--- src/msp_pkg.sv ---
// ----------------------------------------------------------------------------
// msp_pkg
// Shared types, codes and constants for the MIDI stream parser.
// ----------------------------------------------------------------------------
package msp_pkg;

    // Parser phases.
    localparam logic [1:0] PH_STATUS = 2'd0;
    localparam logic [1:0] PH_DATA   = 2'd1;
    localparam logic [1:0] PH_SYSEX  = 2'd2;

    // Event kinds.
    localparam logic [4:0] KIND_NONE   = 5'd0;
    localparam logic [4:0] KIND_QFRAME = 5'd7;
    localparam logic [4:0] KIND_TUNE   = 5'd10;
    localparam logic [4:0] KIND_SXBYTE = 5'd11;
    localparam logic [4:0] KIND_SXEND  = 5'd12;
    localparam logic [4:0] KIND_CLOCK  = 5'd13;
    localparam logic [4:0] KIND_START  = 5'd14;
    localparam logic [4:0] KIND_CONT   = 5'd15;
    localparam logic [4:0] KIND_STOP   = 5'd16;
    localparam logic [4:0] KIND_SENSE  = 5'd17;
    localparam logic [4:0] KIND_RESET  = 5'd18;
    localparam logic [4:0] CHAN_BASE   = 5'd8;

    // Byte values of note.
    localparam logic [7:0] RT_BASE    = 8'hf8;
    localparam logic [7:0] SYS_BASE   = 8'hf0;
    localparam logic [7:0] SYSEX_END  = 8'hf7;
    localparam logic [3:0] HI_PROGRAM = 4'hc;
    localparam logic [3:0] HI_PRESS   = 4'hd;

    // System common low nibbles.
    localparam logic [3:0] SC_SYSEX  = 4'h0;
    localparam logic [3:0] SC_QFRAME = 4'h1;
    localparam logic [3:0] SC_SONGPOS = 4'h2;
    localparam logic [3:0] SC_SONGSEL = 4'h3;
    localparam logic [3:0] SC_TUNE   = 4'h6;

    // Result queue geometry.
    localparam int FIFO_DEPTH = 4;
    localparam int PTR_W      = $clog2(FIFO_DEPTH);
    localparam int CNT_W      = $clog2(FIFO_DEPTH + 1);

    typedef struct packed {
        logic [1:0] phase;
        logic [7:0] current_status;
        logic [7:0] running_status;
        logic [1:0] bytes_owed;
        logic [6:0] held_first_byte;
        logic [1:0] message_length;
    } parse_state_t;

    typedef struct packed {
        logic [4:0] event_kind;
        logic [3:0] channel;
        logic [6:0] first_data;
        logic [6:0] second_data;
        logic       last_of_run;
    } event_t;

    // Real-time byte to event kind; undefined codes give KIND_NONE.
    function automatic logic [4:0] rt_kind(input logic [2:0] code);
        logic [4:0] k;
        case (code)
            3'd0:    k = KIND_CLOCK;
            3'd2:    k = KIND_START;
            3'd3:    k = KIND_CONT;
            3'd4:    k = KIND_STOP;
            3'd6:    k = KIND_SENSE;
            3'd7:    k = KIND_RESET;
            default: k = KIND_NONE;
        endcase
        return k;
    endfunction

endpackage

--- src/msp_decode.sv ---
// ----------------------------------------------------------------------------
// msp_decode
// Combinational decode of one MIDI byte against the parser state, giving
// the next state and up to two events.
// ----------------------------------------------------------------------------
module msp_decode
    import msp_pkg::*;
(
    input  logic [7:0]   byte_in,
    input  parse_state_t state,
    output parse_state_t state_next,
    output logic [1:0]   event_count,
    output event_t       event0,
    output event_t       event1
);

    function automatic parse_state_t take_data_state(input parse_state_t s);
        parse_state_t t;
        t = s;
        if (s.bytes_owed >= 2'd2)
        begin
            t.bytes_owed     = 2'd1;
            t.message_length = 2'd1;
        end
        else
        begin
            t.phase           = PH_STATUS;
            t.bytes_owed      = 2'd0;
            t.message_length  = 2'd0;
            t.held_first_byte = 7'd0;
        end
        return t;
    endfunction

    function automatic event_t take_data_event(input parse_state_t s, input logic [6:0] b);
        event_t e;
        e = '0;
        if (s.current_status < SYS_BASE)
        begin
            e.event_kind = {1'b0, s.current_status[7:4]} - CHAN_BASE;
            e.channel    = s.current_status[3:0];
        end
        else
        begin
            e.event_kind = KIND_QFRAME - 5'd1 + {1'b0, s.current_status[3:0]};
        end
        if (s.message_length != 2'd0)
        begin
            e.first_data  = s.held_first_byte;
            e.second_data = b;
        end
        else
        begin
            e.first_data = b;
        end
        return e;
    endfunction

    function automatic logic [1:0] channel_owed(input logic [3:0] hi);
        return ((hi == HI_PROGRAM) || (hi == HI_PRESS)) ? 2'd1 : 2'd2;
    endfunction

    parse_state_t s;
    event_t       r0;
    event_t       r1;
    logic [1:0]   n;
    event_t       e;
    logic         done;

    always_comb
    begin
        s    = state;
        r0   = '0;
        r1   = '0;
        n    = 2'd0;
        e    = '0;
        done = 1'b0;

        if (byte_in >= RT_BASE)
        begin
            e.event_kind = rt_kind(byte_in[2:0]);
            if (e.event_kind != KIND_NONE)
            begin
                r0 = e;
                n  = 2'd1;
            end
        end
        else if (byte_in[7])
        begin
            if (s.phase == PH_SYSEX)
            begin
                r0.event_kind = KIND_SXEND;
                n             = 2'd1;
                s.phase       = PH_STATUS;
                if (byte_in == SYSEX_END)
                begin
                    s.running_status = 8'd0;
                    s.current_status = byte_in;
                    done             = 1'b1;
                end
            end
            if (!done)
            begin
                s.phase           = PH_STATUS;
                s.bytes_owed      = 2'd0;
                s.message_length  = 2'd0;
                s.held_first_byte = 7'd0;
                s.current_status  = byte_in;
                if (byte_in < SYS_BASE)
                begin
                    s.running_status = byte_in;
                    s.bytes_owed     = channel_owed(byte_in[7:4]);
                    s.phase          = PH_DATA;
                end
                else
                begin
                    s.running_status = 8'd0;
                    case (byte_in[3:0])
                        SC_SYSEX:   s.phase = PH_SYSEX;
                        SC_QFRAME:
                        begin
                            s.bytes_owed = 2'd1;
                            s.phase      = PH_DATA;
                        end
                        SC_SONGPOS:
                        begin
                            s.bytes_owed = 2'd2;
                            s.phase      = PH_DATA;
                        end
                        SC_SONGSEL:
                        begin
                            s.bytes_owed = 2'd1;
                            s.phase      = PH_DATA;
                        end
                        SC_TUNE:
                        begin
                            e.event_kind = KIND_TUNE;
                            if (n == 2'd0)
                                r0 = e;
                            else
                                r1 = e;
                            n = n + 2'd1;
                        end
                        default: ;
                    endcase
                end
            end
        end
        else if (s.phase == PH_SYSEX)
        begin
            r0.event_kind = KIND_SXBYTE;
            r0.first_data = byte_in[6:0];
            n             = 2'd1;
        end
        else if (s.phase == PH_DATA || s.running_status != 8'd0)
        begin
            if (s.phase != PH_DATA)
            begin
                // Running status: reopen a message of the last channel kind.
                s.current_status  = s.running_status;
                s.bytes_owed      = channel_owed(s.running_status[7:4]);
                s.message_length  = 2'd0;
                s.held_first_byte = 7'd0;
                s.phase           = PH_DATA;
            end
            if (s.bytes_owed >= 2'd2)
            begin
                s.held_first_byte = byte_in[6:0];
            end
            else
            begin
                r0 = take_data_event(s, byte_in[6:0]);
                n  = 2'd1;
            end
            s = take_data_state(s);
        end

        if (n == 2'd1)
            r0.last_of_run = 1'b1;
        if (n == 2'd2)
            r1.last_of_run = 1'b1;

        state_next  = s;
        event_count = n;
        event0      = r0;
        event1      = r1;
    end

endmodule

--- src/msp_event_fifo.sv ---
// ----------------------------------------------------------------------------
// msp_event_fifo
// Small result queue that takes up to two events per cycle and gives one.
// ----------------------------------------------------------------------------
module msp_event_fifo
    import msp_pkg::*;
(
    input  logic       clk,
    input  logic       rst_n,
    input  logic [1:0] push_count,
    input  event_t     push0,
    input  event_t     push1,
    input  logic       pop,
    output logic       room_for_two,
    output logic       not_empty,
    output event_t     head
);

    event_t entry_reg [FIFO_DEPTH];
    logic [PTR_W-1:0] wr_ptr_reg;
    logic [PTR_W-1:0] wr_ptr_next;
    logic [PTR_W-1:0] rd_ptr_reg;
    logic [PTR_W-1:0] rd_ptr_next;
    logic [CNT_W-1:0] count_reg;
    logic [CNT_W-1:0] count_next;
    logic [PTR_W-1:0] wr_ptr_plus1;

    assign wr_ptr_plus1 = wr_ptr_reg + PTR_W'(1);
    assign room_for_two = count_reg <= CNT_W'(FIFO_DEPTH - 2);
    assign not_empty    = count_reg != '0;
    assign head         = entry_reg[rd_ptr_reg];

    always_comb
    begin
        wr_ptr_next = wr_ptr_reg + PTR_W'(push_count);
        rd_ptr_next = rd_ptr_reg + PTR_W'(pop);
        count_next  = count_reg + CNT_W'(push_count) - CNT_W'(pop);
    end

    always_ff @(posedge clk)
    begin
        if (push_count != 2'd0)
            entry_reg[wr_ptr_reg] <= push0;
        if (push_count == 2'd2)
            entry_reg[wr_ptr_plus1] <= push1;
    end

    always_ff @(posedge clk or negedge rst_n)
    begin
        if (!rst_n)
        begin
            wr_ptr_reg <= '0;
            rd_ptr_reg <= '0;
            count_reg  <= '0;
        end
        else
        begin
            wr_ptr_reg <= wr_ptr_next;
            rd_ptr_reg <= rd_ptr_next;
            count_reg  <= count_next;
        end
    end

endmodule

--- src/midi_stream_parser.sv ---
// ----------------------------------------------------------------------------
// midi_stream_parser
// Decodes a raw MIDI byte stream with running status into events.
// ----------------------------------------------------------------------------
//
//  Channel | Handshake                 | Payload
//  --------+---------------------------+----------------------------------------
//  data    | data_valid / data_stall   | data_byte
//  event   | event_valid / event_stall | event_kind, channel, first_data,
//          |                           | second_data, last_of_run
//
// One byte is accepted per cycle while data_stall is low.  An accepted byte
// sits in the input register, is decoded against the parser state and its
// events are written to a four-entry result queue, from which the first
// event can then be transferred.  A byte that yields two events takes two
// output transfers, so the sustained rate is one byte per cycle while the
// output side takes one event per cycle and the queue has room for two.
// Reset clears the parser state, the input register's full flag and the queue.
// data_stall rises while a byte is held and the queue lacks room for two.
//
module midi_stream_parser
    import msp_pkg::*;
(
    input  logic       clk,
    input  logic       rst_n,
    input  logic       data_valid,
    output logic       data_stall,
    input  logic [7:0] data_byte,
    output logic       event_valid,
    input  logic       event_stall,
    output logic [4:0] event_kind,
    output logic [3:0] channel,
    output logic [6:0] first_data,
    output logic [6:0] second_data,
    output logic       last_of_run
);

    // Input register: holds one byte until the queue can take its events.
    logic         in_full_reg;
    logic         in_full_next;
    logic [7:0]   in_byte_reg;

    parse_state_t state_reg;
    parse_state_t state_next;
    parse_state_t decoded_state;

    logic [1:0]   dec_count;
    logic [1:0]   push_count;
    event_t       dec_event0;
    event_t       dec_event1;
    event_t       head;
    logic         room_for_two;
    logic         not_empty;
    logic         fire;
    logic         take;
    logic         pop;

    assign fire       = in_full_reg && room_for_two;
    assign data_stall = in_full_reg && !room_for_two;
    assign take       = data_valid && !data_stall;
    assign pop        = not_empty && !event_stall;
    assign push_count = fire ? dec_count : 2'd0;
    assign state_next = fire ? decoded_state : state_reg;

    always_comb
    begin
        in_full_next = in_full_reg;
        if (take)
            in_full_next = 1'b1;
        else if (fire)
            in_full_next = 1'b0;
    end

    msp_decode u_decode (
        .byte_in     (in_byte_reg),
        .state       (state_reg),
        .state_next  (decoded_state),
        .event_count (dec_count),
        .event0      (dec_event0),
        .event1      (dec_event1)
    );

    msp_event_fifo u_fifo (
        .clk          (clk),
        .rst_n        (rst_n),
        .push_count   (push_count),
        .push0        (dec_event0),
        .push1        (dec_event1),
        .pop          (pop),
        .room_for_two (room_for_two),
        .not_empty    (not_empty),
        .head         (head)
    );

    always_ff @(posedge clk)
    begin
        if (take)
            in_byte_reg <= data_byte;
    end

    always_ff @(posedge clk or negedge rst_n)
    begin
        if (!rst_n)
        begin
            in_full_reg <= 1'b0;
            state_reg   <= '0;
        end
        else
        begin
            in_full_reg <= in_full_next;
            state_reg   <= state_next;
        end
    end

    assign event_valid = not_empty;
    assign event_kind  = head.event_kind;
    assign channel     = head.channel;
    assign first_data  = head.first_data;
    assign second_data = head.second_data;
    assign last_of_run = head.last_of_run;

endmodule

--- config.mk ---
export PLATFORM = sky130hd
export DESIGN_NAME = midi_stream_parser
export DESIGN_NICKNAME = d
export VERILOG_FILES = /design/src/msp_pkg.sv /design/src/msp_decode.sv /design/src/msp_event_fifo.sv /design/src/midi_stream_parser.sv
export SDC_FILE = /design/constraint.sdc
export NUM_CORES = 1
export LEC_CHECK = 0
export ABC_CLOCK_PERIOD_IN_PS = 3500
export BUFFER_PORTS_ARGS = -buffer_cell sky130_fd_sc_hd__buf_4
export CORE_MARGIN = 2
export CORE_UTILIZATION = 35
export CTS_CLUSTER_DIAMETER = 30
export CTS_CLUSTER_SIZE = 20
export DETAILED_ROUTE_END_ITERATION = 10
export GPL_ROUTABILITY_DRIVEN = 0
export SLEW_MARGIN = 20
export SYNTH_ARGS = -nofsm -noshare
export SYNTH_HDL_FRONTEND = slang
export SYNTH_SLANG_ARGS = --single-unit
--- constraint.sdc ---
create_clock -name clk -period 3.5 [get_ports clk]
set_input_delay 0.7 -clock clk [delete_from_list [all_inputs] [get_ports clk]]
set_output_delay 0.7 -clock clk [all_outputs]
set_load 0.005 [all_outputs]
==> parameters.txt, run 1 <==
Parameter                              Value

Power
  Reported leakage power ... around 3.3 nW
  Power per standard cell area ... 870 nW/um^2
  Peak ir drop on the vdd network ... around 0.00035 V

Worst setup path
  Highest fanout seen on the critical path ... 13
  Worst path required time ... 3.81 ns
  Endpoint of the lowest-slack register-to-register path ... u_fifo.count_reg[2]
  Setup crit start ... state_reg[28]
  Setup slack of the worst register-to-register path ... about 0.37 ns
  Worst EP arrival ... 3.43 ns
  Nature of the critical path endpoint ... register
  Startpoint types ... register
  Critical register-to-register path startpoint ... state_reg[28]
  WS Path Type ... register to register
  R2R depth ... 10

Logic synthesis
  Number of synthesized register bits ... 139
  Gate Count Post-Synth ... 634
  Synthesized-area fraction occupied by xor and xnor cells ... 0.00920
  Most common cell in the netlist ... sky130_fd_sc_hd__dfxtp_1
  Register area share after synthesis ... 0.474
  Compound-cell area share of the yosys netlist ... 0.137
  Synth warnings ... 0
  Count of cell types in the netlist ... 72
  Mean post-synth cell area ... around 11 um^2
  Number of synthesized flops with an enable pin ... 20
  Top-area cell type share of the netlist area ... 0.252
  Main combinational cell family by area after synthesis ... simple AND/OR/NAND/NOR gates
  Dominant cells by area after synthesis ... sky130_fd_sc_hd__dfxtp_1 25%, sky130_fd_sc_hd__dfrtp_1 13%, sky130_fd_sc_hd__edfxtp_1 9.0%
  Fraction of the mapped netlist area in adder cells ... 0.0162
  Synth Area in Simple Gates ... 0.165
  Most frequent cells after synthesis ... 84 x sky130_fd_sc_hd__dfxtp_1, 57 x sky130_fd_sc_hd__nand3_1, 54 x sky130_fd_sc_hd__o21ai_0
  Area leader, netlist ... sky130_fd_sc_hd__dfxtp_1
  Most used flip-flop cell after synthesis ... sky130_fd_sc_hd__dfxtp_1
  Post-Synthesis Net Count ... 654
  Synthesized area ... ~6700 um^2
  Post-synthesis mux area share ... 0.151
  Async set-or-reset flop fraction in the synthesized netlist ... 0.252

GRT
  Number of antenna violations at the first check in global routing ... 0
  First-pass GRT wire length ... roughly 28 mm
  Overflow after GRT ... 0
  Total routing resource utilization after global routing ... 0.183
  Number of global-route vias before repair ... 5345
  Maximum number of pins on one net before global-route repair ... 38

Timing
  Total negative setup slack ... 0 ns
  Skew final ... about 0.008 ns
  Final Max Tran Viols ... 0
  Setup repair after global routing missed its margin ... false
  Final hold violation count ... 0
  Setup slack after layout ... approximately 0.37 ns
  Worst-Margin Slew ... 0.860 ns
  Final setup violating endpoints ... 0
  Final min period ... 3.13 ns
  Max Fclk ... roughly 320 MHz
  Portion of the clock cycle consumed by the worst path in the final layout ... 0.893
  Worst slew margin ... 0.423

Layout
  Fraction of layout cells with a size suffix above 1 ... 0.211
  Area growth syn-to-layout ... 16.3%
  Number of diodes ... 0
  Number of nets in the layout ... about 690
  Final instance area ... between 7000 and 8000 um^2
  Fill cell total of the finished layout ... between 1500 and 2000
  Max FFs per register ... 96

CTS
  CTS root buffer ... sky130_fd_sc_hd__clkbuf_16
  Clock buffer depth ... 2
  Number of gates resized after cts ... 0
  Setup Buffers After CTS ... 0
  TritonCTS clock tree ... yes
  Count of clock tree sinks ... around 140
  CTS Hold Buffers Added ... 0
  Clock-pin slew reported for the worst setup and hold paths after clock tree synthesis ... about 0.06 ns
  Source-to-sink clock delay at the later pin of the worst-skew pair ... around 0.42 ns
  TritonCTS buffer count ... 17
  H-tree lvl count ... 4

Routing
  Average wire per cell in the routed design ... 19.2 um
  Vias per inst ... 5.65
  Detailed router's first-iteration violation count ... about 440
  Number of design rule violations left after detail routing ... 0
  Total via count in the routed design ... between 5000 and 6000
  Count of antenna-violating nets left after detailed routing ... 0
  Final routed wirelength across all metal layers ... 17.5 mm
  Number of optimization iterations in the first detailed-route pass ... 5

Job
  Max-capacitance violation count ... 0

Floorplan
  Height of the die ... ~140 um
  Initial Utilization ... 0.356
  Die Footprint ... just over 20000 um^2
  Std-Cell Rows ... 50
  Area of the core region ... 18700 um^2
  Count of pins on the block boundary ... 38
  Die W ... roughly 140 um

Place
  Number of input and output port buffers inserted ... 37
  Placed standard-cell area ... between 7000 and 8000 um^2
  Worst slack at placement ... about 0.44 ns
  HPWL after DPL ... approximately 12 mm

Min path
  Worst hold path type ... input pin to asynchronous set/reset pin

Status
  Status ... finished clean
critical path: stages (launching register included):
cell                        delay (ns)
sky130_fd_sc_hd__dfrtp_1          0.61
sky130_fd_sc_hd__nand2b_1         0.24
sky130_fd_sc_hd__inv_1            0.22
sky130_fd_sc_hd__ha_1             0.22
sky130_fd_sc_hd__o2111ai_4        0.19
sky130_fd_sc_hd__nor2_2           0.31
sky130_fd_sc_hd__inv_2            0.15
sky130_fd_sc_hd__ha_1             0.34
sky130_fd_sc_hd__fa_1             0.43
sky130_fd_sc_hd__xor2_1           0.16
sky130_fd_sc_hd__xnor2_1          0.13
worst max path at each step:
stage	endpoint	slack (ns)	cells after the start
final	u_fifo.count_reg[2]	0.37	10
after floorplan	u_fifo.count_reg[2]	0.51	11
after detailed placement	u_fifo.count_reg[2]	0.44	10
after global placement	u_fifo.count_reg[2]	0.57	10
after CTS	u_fifo.count_reg[2]	0.43	10
after global routing	u_fifo.entry_reg[1][10]	0.22	8
layout make-up:
cell class	instances	area, um^2	share of cell area
clock inverters	12	113	0.0145
clock buffers	20	457	0.0589
flip-flops and latches	139	3160	0.407
multi-input cells	435	3190	0.411
repair buffers	60	500	0.0646
inverters	12	45.0	0.00581
well taps	234	293	0.0378
logic make-up (layout without fill, tap and decap cells):
group,count (synthesis),after routing
AND/OR/NAND/NOR,210,210
multiplexers,70,70
buffers and inverters,60,104
adder cells (fa/ha/maj),8,8
AO/OA/AOI/OAI,140,140
flip-flops,139,139
XOR/XNOR,7,7
routing by layer:
metal  wire length, um  part of all wire  GRT usage  vias to the layer above
met5                 0                 0          0                        -
li1                  -                 -          -                     2402
met1              7900              0.45      0.236                     2557
met3               877             0.050     0.0414                       22
met2              8350              0.48      0.302                      175
met4               361             0.021     0.0679                        0
power by group:
part	total, mW	internal [mW]	switching, mW	leakage (nW)
clock	1.72	1.02	0.703	0.278
combinational	2.44	1.14	1.29	1.74
sequential	2.58	2.16	0.429	1.30
total	6.74	4.32	2.43	3.32
metrics by stage:
stage          cells   util  power (mW)  hold slack, ns
6_report         912  0.414        6.74           0.247
4_1_cts          912  0.414        6.79           0.249
3_3_place_gp     880  0.384        4.93           0.442
3_5_place_dp     880  0.384        5.05           0.452
2_1_floorplan    634      -        4.24           0.404
5_1_grt          912  0.414        7.15           0.273
cell usage in the layout (no fill, tap or decap), types with 5 or more instances in the layout:
master	n
sky130_fd_sc_hd__nor3_1	16
sky130_fd_sc_hd__nand2_1	42
sky130_fd_sc_hd__edfxtp_1	20
sky130_fd_sc_hd__dfxtp_1	84
sky130_fd_sc_hd__a22o_1	14
sky130_fd_sc_hd__mux4_2	24
sky130_fd_sc_hd__xor2_1	5
sky130_fd_sc_hd__inv_1	11
sky130_fd_sc_hd__o22ai_1	11
sky130_fd_sc_hd__ha_1	7
sky130_fd_sc_hd__clkbuf_16	17
sky130_fd_sc_hd__nor2_1	48
sky130_fd_sc_hd__a21oi_1	11
sky130_fd_sc_hd__mux2i_1	44
sky130_fd_sc_hd__a31oi_1	5
sky130_fd_sc_hd__a31o_2	8
sky130_fd_sc_hd__nand2b_1	11
sky130_fd_sc_hd__buf_4	56
sky130_fd_sc_hd__nand3_1	57
sky130_fd_sc_hd__dfrtp_1	35
sky130_fd_sc_hd__o21ai_0	54
sky130_fd_sc_hd__o21ai_1	13
Power figures use the tool's default switching activity.
==> run 2: changes to the inputs <==
GPL_TIMING_DRIVEN = 0   (was not set)
==> run 2 against run 1 <==
Critical path depth shrank 1. Sequential share of layout area fell by 0.57 points. Final area is 1.4% higher. Register-to-register slack lost 0.22 ns.
==> parameters.txt, run 2 (synthesis gave the netlist of run 1 again) <==
Parameter                              Value

Status
  Status ... finished clean

CTS
  Setup Buffers After CTS ... 0
  Source-to-sink clock delay at the later pin of the worst-skew pair ... 0.43 ns
  CTS Hold Buffers Added ... 0
  TritonCTS clock tree ... yes
  Clock buffer depth ... 2
  Count of clock tree sinks ... approximately 140
  CTS root buffer ... sky130_fd_sc_hd__clkbuf_16
  H-tree lvl count ... 4
  TritonCTS buffer count ... 17
  Clock-pin slew reported for the worst setup and hold paths after clock tree synthesis ... ~0.06 ns

Timing
  Worst-Margin Slew ... just under 0.9 ns
  Final hold violation count ... 0
  Skew final ... about 0.0086 ns
  Final Max Tran Viols ... 0
  Final min period ... ~3.3 ns
  Max Fclk ... roughly 300 MHz
  Total negative setup slack ... 0 ns
  Portion of the clock cycle consumed by the worst path in the final layout ... 0.956
  Min Hold Slack ... 0.228 ns
  Final setup violating endpoints ... 0
  Worst slew margin ... 0.408
  Setup repair after global routing missed its margin ... false

Worst setup path
  Slowest cell delay on critical path ... a little under 0.8 ns
  Number of buffers and inverters on the critical path ... 2
  Setup crit start ... in_byte_reg[0]
  Endpoint of the worst setup timing path ... u_fifo.entry_reg[3][23]
  Worst EP arrival ... 3.63 ns
  Chain of cells forming the critical path ... clkbuf_1 -> or3_1 -> ha_1 -> nor2b_1 -> o221ai_2 -> buf_6 -> nand2_1 -> nor3_2 -> nor2_1
  CP Depth ... 9
  Setup slack of the worst register-to-register path ... roughly 0.15 ns
  Startpoint types ... register
  R2R depth ... 9
  Worst path required time ... around 3.8 ns
  Nature of the critical path endpoint ... register
  Critical register-to-register path startpoint ... in_byte_reg[0]
  WS Path Type ... register to register
  Endpoint of the lowest-slack register-to-register path ... u_fifo.entry_reg[3][23]
  Highest fanout seen on the critical path ... 10
  Dominant delay contributor by cell family on the critical path ... simple AND/OR/NAND/NOR gates
  Slowest CP cell ... sky130_fd_sc_hd__nor3_2

Layout
  Most frequent standard cell in the layout excluding fill and tap cells ... sky130_fd_sc_hd__dfxtp_1
  Area growth syn-to-layout ... 18.0%
  Number of nets in the layout ... 710
  Post-route core utilization ... 0.420
  Leading cell types in the layout, fill and taps excluded ... 84 x sky130_fd_sc_hd__dfxtp_1, 57 x sky130_fd_sc_hd__nand3_1, 54 x sky130_fd_sc_hd__o21ai_0
  Number of diodes ... 0
  Fin cells ... around 940
  Fraction of layout cells with a size suffix above 1 ... 0.216
  Max FFs per register ... 96

GRT
  First-pass GRT wire length ... approximately 30 mm
  Overflow after GRT ... 0
  Number of antenna violations at the first check in global routing ... 0
  Number of global-route vias before repair ... ~5400
  Maximum number of pins on one net before global-route repair ... 36
  Total routing resource utilization after global routing ... 0.195

Floorplan
  Die Footprint ... just over 20000 um^2
  Die W ... about 140 um
  Area of the core region ... 18700 um^2
  Initial Utilization ... 0.356
  Height of the die ... between 100 and 150 um
  Count of pins on the block boundary ... 38
  Std-Cell Rows ... 50

Routing
  Vias per inst ... 5.75
  Number of optimization iterations in the first detailed-route pass ... 5
  Detailed router's first-iteration violation count ... just over 500
  Total via count in the routed design ... 5384
  Average wire per cell in the routed design ... 19.9 um
  Final routed wirelength across all metal layers ... 18.6 mm
  Number of design rule violations left after detail routing ... 0
  Count of antenna-violating nets left after detailed routing ... 0

Power
  Reported leakage power ... about 3.4 nW
  Power per standard cell area ... approximately 900 nW/um^2
  Peak ir drop on the vdd network ... roughly 0.00037 V

Job
  Max-capacitance violation count ... 0

Place
  HPWL after DPL ... around 13 mm
  Placed cells ... approximately 910
  Number of input and output port buffers inserted ... 37

Min path
  Worst hold path type ... input pin to asynchronous set/reset pin
## run 2: changes by cell type in the layout (fill, tap and decap cells not counted), moves of 3 or more
cell,delta
sky130_fd_sc_hd__buf_12,-4
sky130_fd_sc_hd__buf_4,-15
sky130_fd_sc_hd__buf_2,+20
sky130_fd_sc_hd__clkbuf_1,+15
sky130_fd_sc_hd__clkinv_2,+3
sky130_fd_sc_hd__buf_6,+4
sky130_fd_sc_hd__clkinv_4,-3
## run 2: worst min path at each step
stage / startpoint / endpoint / slack, ns
4_1_cts: rst_n / state_reg[16] / 0.24
5_1_grt: rst_n / state_reg[20] / 0.26
2_1_floorplan: rst_n / in_full_reg / 0.40
3_3_place_gp: u_fifo.entry_reg[0][21] / u_fifo.entry_reg[0][21] / 0.44
3_5_place_dp: u_fifo.entry_reg[1][3] / u_fifo.entry_reg[1][3] / 0.45
6_report: rst_n / state_reg[18] / 0.23
## run 2: stage by stage
| step | instance area (um^2) | power (mW) | setup slack [ns] |
|---|---|---|---|
| after floorplan | 6660 | 4.24 | 0.509 |
| after global placement | 7230 | 4.97 | 0.172 |
| after detailed placement | 7230 | 5.08 | 0.0843 |
| after CTS | 7850 | 6.95 | 0.0681 |
| after global routing | 7860 | 7.34 | 0.000310 |
| final | 7860 | 6.93 | 0.152 |
## run 2: report_power, final
part	total [mW]	internal, mW	switching [mW]
clock network	1.87	1.18	0.689
logic	2.53	1.15	1.38
registers	2.53	2.16	0.370
total	6.93	4.49	2.44
## run 2: area by class of cell
type | instances | area (um^2)
clock buffer | 23 | 514
tap | 234 | 293
buffer | 48 | 274
fill | 1774 | 10800
timing repair buffer | 37 | 278
clock inverter | 9 | 104
inverter | 12 | 45.0
multi-input combinational | 435 | 3200
sequential | 139 | 3160
## run 2: worst reg2reg max path, cell delays in order, from the launching register on
cell,delay (ns)
sky130_fd_sc_hd__edfxtp_1,0.48
sky130_fd_sc_hd__clkbuf_1,0.34
sky130_fd_sc_hd__or3_1,0.47
sky130_fd_sc_hd__ha_1,0.28
sky130_fd_sc_hd__nor2b_1,0.14
sky130_fd_sc_hd__o221ai_2,0.22
sky130_fd_sc_hd__buf_6,0.18
sky130_fd_sc_hd__nand2_1,0.18
sky130_fd_sc_hd__nor3_2,0.78
sky130_fd_sc_hd__nor2_1,0.13
## run 2: metal layers
layer,vias up,share of wire,GRT usage
met5,-,0,0
met4,0,0.019,0.0737
met3,34,0.064,0.0458
met2,210,0.47,0.306
met1,2688,0.45,0.264
li1,2452,-,-
## run 2: repair_timing
item,in CTS,in global routing
hold endpoints to repair,0,0
endpoints found under the setup margin,0,1
gates resized for setup,0,1
==> run 3: changes to the inputs <==
ABC_AREA = 1   (was not set)
==> run 3 against run 2 <==
Clock power rose by 4%. Core utilization fell by 0.30 points. Via count rose by 28%. Highest routed layer unchanged.
==> parameters.txt, run 3 <==
Parameter                              Value

CTS
  Clock-pin slew reported for the worst setup and hold paths after clock tree synthesis ... 0.06 ns
  Clock buffer depth ... 2
  TritonCTS clock tree ... yes
  TritonCTS buffer count ... 17
  Setup Buffers After CTS ... 0
  H-tree lvl count ... 4
  Source-to-sink clock delay at the later pin of the worst-skew pair ... approximately 0.44 ns
  Number of gates resized after cts ... 0
  CTS Hold Buffers Added ... 0
  Count of clock tree sinks ... around 140
  CTS root buffer ... sky130_fd_sc_hd__clkbuf_16

Power
  P_int ... 5.01 mW
  Combinational cell fraction of total power ... 0.463
  Switching component of the power ... around 3.8 mW
  Power per standard cell area ... around 1000 nW/um^2
  Proportion of power drawn by the clock network ... 0.221
  Peak ir drop on the vdd network ... 0.000453 V
  Reported leakage power ... 4.28 nW
  Total power draw ... a little under 9 mW
  Net switching fraction of the power ... 0.429
  Register share of total power ... 0.316

Timing
  Max Fclk ... 309 MHz
  Portion of the clock cycle consumed by the worst path in the final layout ... 0.926
  Total negative setup slack ... 0 ns
  Skew final ... ~0.013 ns
  Setup slack after layout ... about 0.26 ns
  Final min period ... approximately 3.2 ns
  Setup repair after global routing missed its margin ... false
  Worst slew margin ... 0.441
  Worst-Margin Slew ... around 0.83 ns
  Final setup violating endpoints ... 0
  Final hold violation count ... 0
  Final Max Tran Viols ... 0

Logic synthesis
  Top-area cell type share of the netlist area ... 0.234
  Post-Synthesis Net Count ... about 1000
  Async set-or-reset flop fraction in the synthesized netlist ... 0.252
  Gate Count Post-Synth ... between 1000 and 1500
  Synthesized area ... 7180 um^2
  Number of synthesized flops with an enable pin ... 20
  Count of cell types in the netlist ... 41
  Area leader, netlist ... sky130_fd_sc_hd__dfxtp_1
  Most frequent cells after synthesis ... 247 x sky130_fd_sc_hd__nor2_1, 200 x sky130_fd_sc_hd__nand2_1, 88 x sky130_fd_sc_hd__nand3_1
  Synth warnings ... 0
  Dominant cells by area after synthesis ... sky130_fd_sc_hd__dfxtp_1 23%, sky130_fd_sc_hd__nor2_1 13%, sky130_fd_sc_hd__dfrtp_1 12%
  Number of synthesized register bits ... approximately 140
  Most used flip-flop cell after synthesis ... sky130_fd_sc_hd__dfxtp_1
  Most common cell in the netlist ... sky130_fd_sc_hd__nor2_1
  Register area share after synthesis ... 0.440
  Mean post-synth cell area ... between 7 and 8 um^2

Routing
  Number of optimization iterations in the first detailed-route pass ... 5
  Count of antenna-violating nets left after detailed routing ... 0
  Total via count in the routed design ... between 6000 and 7000
  Vias per inst ... ~5
  Final routed wirelength across all metal layers ... roughly 23 mm
  Detailed router's first-iteration violation count ... between 500 and 600
  Number of design rule violations left after detail routing ... 0
  Average wire per cell in the routed design ... 17.0 um

Min path
  Worst hold path type ... input pin to asynchronous set/reset pin

Layout
  Max FFs per register ... 96
  Leading cell types in the layout, fill and taps excluded ... 247 x sky130_fd_sc_hd__nor2_1, 200 x sky130_fd_sc_hd__nand2_1, 88 x sky130_fd_sc_hd__nand3_1
  Total area of multi-input combinational cells ... between 3000 and 4000 um^2
  Area growth syn-to-layout ... 17.3%
  Fill cell total of the finished layout ... roughly 2200
  Number of nets in the layout ... roughly 1100
  Number of diodes ... 0
  Most frequent standard cell in the layout excluding fill and tap cells ... sky130_fd_sc_hd__nor2_1
  Fraction of layout cells with a size suffix above 1 ... 0.119
  Sequential cell area ... 3160 um^2

GRT
  Global Route met2 Usage ... 0.347
  Met3 track utilization from global routing ... 0.0441
  Global-route track usage on met1 ... 0.293
  Number of antenna violations at the first check in global routing ... 0
  Total routing resource utilization after global routing ... 0.215
  Most used routing layer ... met2
  Overflow after GRT ... 0
  First-pass GRT wire length ... approximately 36 mm
  Number of global-route vias before repair ... approximately 6400
  Maximum number of pins on one net before global-route repair ... 36

Floorplan
  Initial Utilization ... 0.356
  Height of the die ... about 150 um
  Die W ... about 150 um
  Die Footprint ... roughly 22000 um^2
  Std-Cell Rows ... 52
  Area of the core region ... 20200 um^2
  Count of pins on the block boundary ... 38

Job
  Max-capacitance violation count ... 0

Worst setup path
  WS Path Type ... register to register
  Endpoint of the lowest-slack register-to-register path ... u_fifo.entry_reg[0][20]
  Worst path required time ... between 3 and 4 ns
  Setup crit start ... in_byte_reg[0]
  Highest fanout seen on the critical path ... 10
  Worst EP arrival ... ~3.4 ns
  Critical register-to-register path startpoint ... in_byte_reg[0]
  Nature of the critical path endpoint ... register
  Endpoint of the worst setup timing path ... u_fifo.entry_reg[0][20]
  Setup slack of the worst register-to-register path ... about 0.26 ns
  Startpoint types ... register
  R2R depth ... 13

Place
  HPWL after DPL ... 16.1 mm
  Worst slack at placement ... ~0.27 ns
  Number of input and output port buffers inserted ... 37

Status
  Status ... finished clean
## run 3: cell count changes in the layout (fill, tap and decap cells not counted), moves of 9 or more
cell	before	now
sky130_fd_sc_hd__nor3_1	15	4
sky130_fd_sc_hd__clkbuf_1	16	25
sky130_fd_sc_hd__o22ai_1	11	28
sky130_fd_sc_hd__nand3_1	57	88
sky130_fd_sc_hd__nor2_1	48	247
sky130_fd_sc_hd__buf_2	20	11
sky130_fd_sc_hd__nand2b_1	11	0
sky130_fd_sc_hd__a21oi_1	11	21
sky130_fd_sc_hd__nand2_1	42	200
sky130_fd_sc_hd__o21ai_0	54	82
sky130_fd_sc_hd__a22o_1	14	0
sky130_fd_sc_hd__inv_1	11	65
sky130_fd_sc_hd__mux2i_1	44	0
sky130_fd_sc_hd__mux4_2	24	0
## run 3: power by group through the flow
stage               registers (mW)  clock network (mW)  logic (mW)
floorplan                     2.68                   0        2.64
global placement              2.77                   0        3.96
detailed placement            2.79                   0        4.01
CTS                           2.76                1.95        4.02
global route                  2.86                2.02        4.53
finish                        2.77                1.94        4.06
## run 3: logic make-up (layout without fill, tap and decap cells)
family                   Yosys count  after routing  synth area share
AND/OR/NAND/NOR                  572            572             0.341
adder cells (fa/ha/maj)            8              8            0.0150
XOR/XNOR                           8              8           0.00976
buffers and inverters            130            199            0.0814
flip-flops                       139            139             0.440
AO/OA/AOI/OAI                    147            147             0.113
## run 3: how the worst min path moves through the flow
stage / slack [ns] / cells past startpoint / endpoint
floorplan: 0.40 / 0 / in_full_reg
global placement: 0.44 / 2 / u_fifo.entry_reg[1][11]
detailed placement: 0.45 / 2 / u_fifo.entry_reg[1][1]
CTS: 0.23 / 1 / state_reg[14]
global route: 0.24 / 1 / u_fifo.rd_ptr_reg[1]
finish: 0.21 / 1 / u_fifo.rd_ptr_reg[1]
## run 3: layout make-up
class                      instances  area share
buffer                            53      0.0346
clock buffer                      18      0.0510
clock inverter                    14      0.0230
inverter                          77      0.0348
multi-input combinational        735       0.408
sequential                       139       0.375
tap                              270      0.0401
timing repair buffer              37      0.0330
## run 3: metal layers
layer / routed length, um / part of all wire / up-vias
li1: - / - / 3362
met1: 10200 / 0.45 / 3215
met2: 10500 / 0.46 / 262
met3: 1610 / 0.071 / 39
met4: 437 / 0.019 / 0
met5: 0 / 0 / -
## run 3: per-stage QoR
step	instance area, um^2	hold slack [ns]	utilization	instances
6_report	8420	0.207	0.417	1343
5_1_grt	8420	0.242	0.417	1343
2_1_floorplan	7180	0.404	-	1004
4_1_cts	8420	0.232	0.417	1343
3_3_place_gp	7790	0.444	0.386	1311
3_5_place_dp	7790	0.452	0.386	1311
## run 3: critical path, cell delays in order (launching register included)
cell and delay (ns):
sky130_fd_sc_hd__edfxtp_1 0.53, sky130_fd_sc_hd__inv_1 0.23, sky130_fd_sc_hd__nand2_1 0.14, sky130_fd_sc_hd__nor2_1 0.23, sky130_fd_sc_hd__inv_1 0.07, sky130_fd_sc_hd__ha_1 0.26
sky130_fd_sc_hd__or2_2 0.27, sky130_fd_sc_hd__o21ai_1 0.21, sky130_fd_sc_hd__nand2_4 0.10, sky130_fd_sc_hd__nand4_4 0.12, sky130_fd_sc_hd__nand2_4 0.13, sky130_fd_sc_hd__nand2_4 0.20
sky130_fd_sc_hd__buf_2 0.33, sky130_fd_sc_hd__nand2_1 0.17
